<file path="config.mk">
export PLATFORM = sky130hd
export DESIGN_NAME = rcde_ram
export DESIGN_NICKNAME = d
export VERILOG_FILES = /design/src/rtl/rcde_ram.sv
export SDC_FILE = /design/constraint.sdc
export NUM_CORES = 1
export LEC_CHECK = 0
export BUFFER_PORTS_ARGS = -buffer_cell sky130_fd_sc_hd__buf_2
export CAP_MARGIN = 0
export CORE_MARGIN = 4
export CORE_UTILIZATION = 47
export CTS_BUF_LIST = sky130_fd_sc_hd__clkbuf_4
export DETAILED_ROUTE_END_ITERATION = 6
export HOLD_SLACK_MARGIN = 0.06
export MAX_ROUTING_LAYER = met4
export PLACE_DENSITY = 0.62
export RECOVER_POWER = 100
export SLEW_MARGIN = 20
export SYNTH_ARGS = -nofsm -noshare
export SYNTH_HDL_FRONTEND = slang
export SYNTH_SLANG_ARGS = --single-unit
</file>
<file path="constraint.sdc">
create_clock -name clk_i -period 3.8 [get_ports clk_i]
set_input_delay 0.95 -clock clk_i [delete_from_list [all_inputs] [get_ports clk_i]]
set_output_delay 0.95 -clock clk_i [all_outputs]
set_load 0.005 [all_outputs]
</file>
<file path="src/rtl/rcde_ram.sv">
// ----------------------------------------------------------------------------
// rcde_ram
// Single-port synchronous RAM with a registered read.
// ----------------------------------------------------------------------------
module rcde_ram #(
  parameter int DEPTH = 64,
  parameter int WIDTH = 8
) (
  input  logic                     clk_i,
  input  logic                     we_i,
  input  logic [$clog2(DEPTH)-1:0] addr_i,
  input  logic [WIDTH-1:0]         wdata_i,
  output logic [WIDTH-1:0]         rdata_o
);

  logic [WIDTH-1:0] mem [DEPTH];

  always_ff @(posedge clk_i) begin
    if (we_i) begin
      mem[addr_i] <= wdata_i;
    end
    rdata_o <= mem[addr_i];
  end

endmodule

</file>
==> flow_summary_export.csv <==
group,metric,value,unit
setup_path,critPathArrivalTime,3900,ps
sta,fin_crit_sh,0.8401,
finish,nNetsFinal,1382,
yosys,syn_area,20450,um^2
drt,vias,12128,
drt,wl_per_cell,26.13,um
global_route,antenna_found_initial,4,
finish,synthToLayoutAreaGrowth,14.18,%
clock_network,ctsHoldBuffers,0,
floorplanning,die_area,46910,um^2
run_status,status,"complete, but fails checks",
sta,finalSetupViolCount,0,
clock_network,clk_latency,840,ps
finish,fillers,3487,
setup_path,crit_family,"simple AND/OR/NAND/NOR gates",
sta,slew_violations,225,
yosys,ys.warnings.count,0,
yosys,yosysMostFrequentCell,"edfxtp_1",
clock_network,post_cts_resized,0,
finish,drive_gt1_frac,0.2344,
floorplanning,core_region_area,43080,um^2
yosys,synth_area_leaders,"edfxtp_1 (75%), mux4_2 (4.5%), mux2i_1 (3.1%)",
setup_path,crit_path_end_kind,"flip-flop",
setup_path,reg2regPathDepth,5,
sta,finalSetupTns,0,ps
hold_path,hold_depth,4,
drt,viasPerCell,5.922,
global_route,grt_pass1_vias,12099,
drt,wl,53510,um
run_status,violations,"capacitance limit, slew limit",
drt,drt_first_pass_iters,6,
setup_path,crit_type,"in -> reg",
yosys,ys_async_sr_fraction,0,
floorplanning,dieWidth,216.6,um
drt,drt_iter0_markers,1399,
power_and_ir_drop,power,11.78,mW
sta,max_freq,313.3,MHz
yosys,synth_top_area_cell,"edfxtp_1",
clock_network,cts_buffers,131,
sta,hold_viol_final,0,
floorplanning,pin_count,24,
yosys,synth_ff_type,"edfxtp_1",
run,drv_cap,6,
global_route,grt_start_max_net_pins,65,
sta,rsz0062_at_grt,"false",
setup_path,crit_path_max_fanout,31,
finish,multiInputGateArea,4512,um^2
yosys,ys_seq_elements,520,
power_and_ir_drop,ir_drop,0.2890,mV
yosys,syn_nets,1187,
yosys,ys_seq_area_frac,0.7597,
setup_path,slowest_stage,"and2_1",
place,dp_slack,152.8,ps
clock_network,clock_path_buffers,3,
yosys,synth_cells,1171,
place,port_buffers,23,
setup_path,cp-start-kind,"input port",
clock_network,cts_setup_buffers,0,
setup_path,path_buf_inv,2,
finish,ff_latch_area,15530,um^2
setup_path,crit_chain,"clkbuf_2 > and2_1 > clkbuf_1 > a22o_1 > a221oi_1 > o22ai_1 > or4b_1",
setup_path,max_stage_delay,620,ps
clock_network,clkSinkCount,520,
clock_network,cts.htree.levels,4,
setup_path,required,4510,ps
yosys,avgSynthCellArea,17.46,um^2
power_and_ir_drop,power_density,504.5,nW/um^2
sta,fin_crit,3192,ps
finish,finalNonFillerCells,2048,
finish,utilization,0.5420,
floorplanning,die_h,216.6,um
drt,drc_errors,0,
global_route,overflow,0,
power_and_ir_drop,p_leak,7.687,nW
sta,timing.final.ws_setup,607.8,ps
global_route,grt_pass1_wl,78740,um
place,dpl.hpwl,33700,um
floorplanning,initial_utilization,0.4747,
clock_network,root_buffer,"clkbuf_4",
sta,tightest_slew,1985,ps
yosys,synthTopCellsByCount,"edfxtp_1 (512), nor2_1 (82), mux2i_1 (63), nand2_1 (45), mux4_2 (41)",
clock_network,cts.clk_slew.worst_paths,70,ps
yosys,synth_cell_types,56,
floorplanning,row_count,76,
clock_network,cts_tree,"done",
place,routabilityCongestion,0.8942,
global_route,track_usage,0.2364,
yosys,synth_top_area_frac,0.7518,
sta,maxSlewHeadroom,-0.3236,
yosys,synth_edf_count,512,
place,post-place-cells,1818,
hold_path,min_path_type,"reg -> reg",
setup_path,cp.depth,7,
sta,finClkSkew,46.33,ps
drt,ant_nets,0,
tightest hold or removal path, delay by kind of cell (launching register included):
kind             cells  cell delay, ps
AND/OR/NAND/NOR      2             220
AO/OA/AOI/OAI        2             170
flip-flops           1             320
stage by stage:
step	hold slack [ps]	area (um^2)
floorplan	562.7	20450
global placement	691.9	21870
detailed placement	704.0	21870
CTS	554.0	23550
global route	768.0	23350
finish	729.6	23350
logic make-up after synthesis:
kind of cell           count (synthesis)  synth area share
DFF                                  520            0.7597
and+or+nand+nor                      229           0.05715
AOI/OAI and AO/OA                    222           0.08076
muxes                                116           0.08260
buffers and inverters                 84           0.01982
cell usage in the layout (no fill, tap or decap), types with 9 or more instances in the layout:
cell type and n:
clkbuf_4 191, nand2b_1 24, mux2i_1 63, nor2_1 82, a221o_1 11, o21ai_0 9, buf_2 9, clkinv_1 21
o22ai_1 22, a22o_1 10, nand3b_1 12, edfxtp_1 512, clkbuf_1 62, a22oi_1 40, and2_1 9, a21oi_1 28
a31oi_1 15, mux4_2 41, o22a_1 11, a221oi_1 21, buf_4 65, and3_1 9, o221ai_1 9, nand2_1 45
power by group:
part           switching, mW  total, mW  internal, mW
clock                   2.17       4.74          2.57
sequential            0.0217       6.37          6.35
combinational          0.447      0.664         0.218
path summary, 6_finish.rpt:
check	from	end	slack [ps]
setup / recovery	addr_i[1]	rdata_o[5]	610
hold / removal	mem[0][0]	rdata_o[0]	730
setup reg to reg	mem[35][5]	rdata_o[5]	1640
hold reg to reg	mem[0][0]	rdata_o[0]	730
final cells by class:
| cell class | count | area share |
|---|---|---|
| diodes | 4 | 0.0004287 |
| inverters | 3 | 0.0004823 |
| clock buffers | 191 | 0.06141 |
| repair buffers | 143 | 0.03714 |
| multi-input cells | 567 | 0.1932 |
| well taps | 585 | 0.03135 |
| clock inverters | 35 | 0.01061 |
| flip-flops and latches | 520 | 0.6653 |
flip-flops by register name (all words and copies together) (netlist names):
signal	cells
rdata_o	8
mem	512
metal layers:
layer / GRT usage / part of all wire / up-vias
met5: - / 0 / -
met4: 0.09281 / 0.028 / 0
met3: 0.06029 / 0.096 / 113
met2: 0.3505 / 0.47 / 645
met1: 0.3173 / 0.41 / 6127
li1: - / - / 5243
Note: power is estimated with default switching activity, not from simulation.
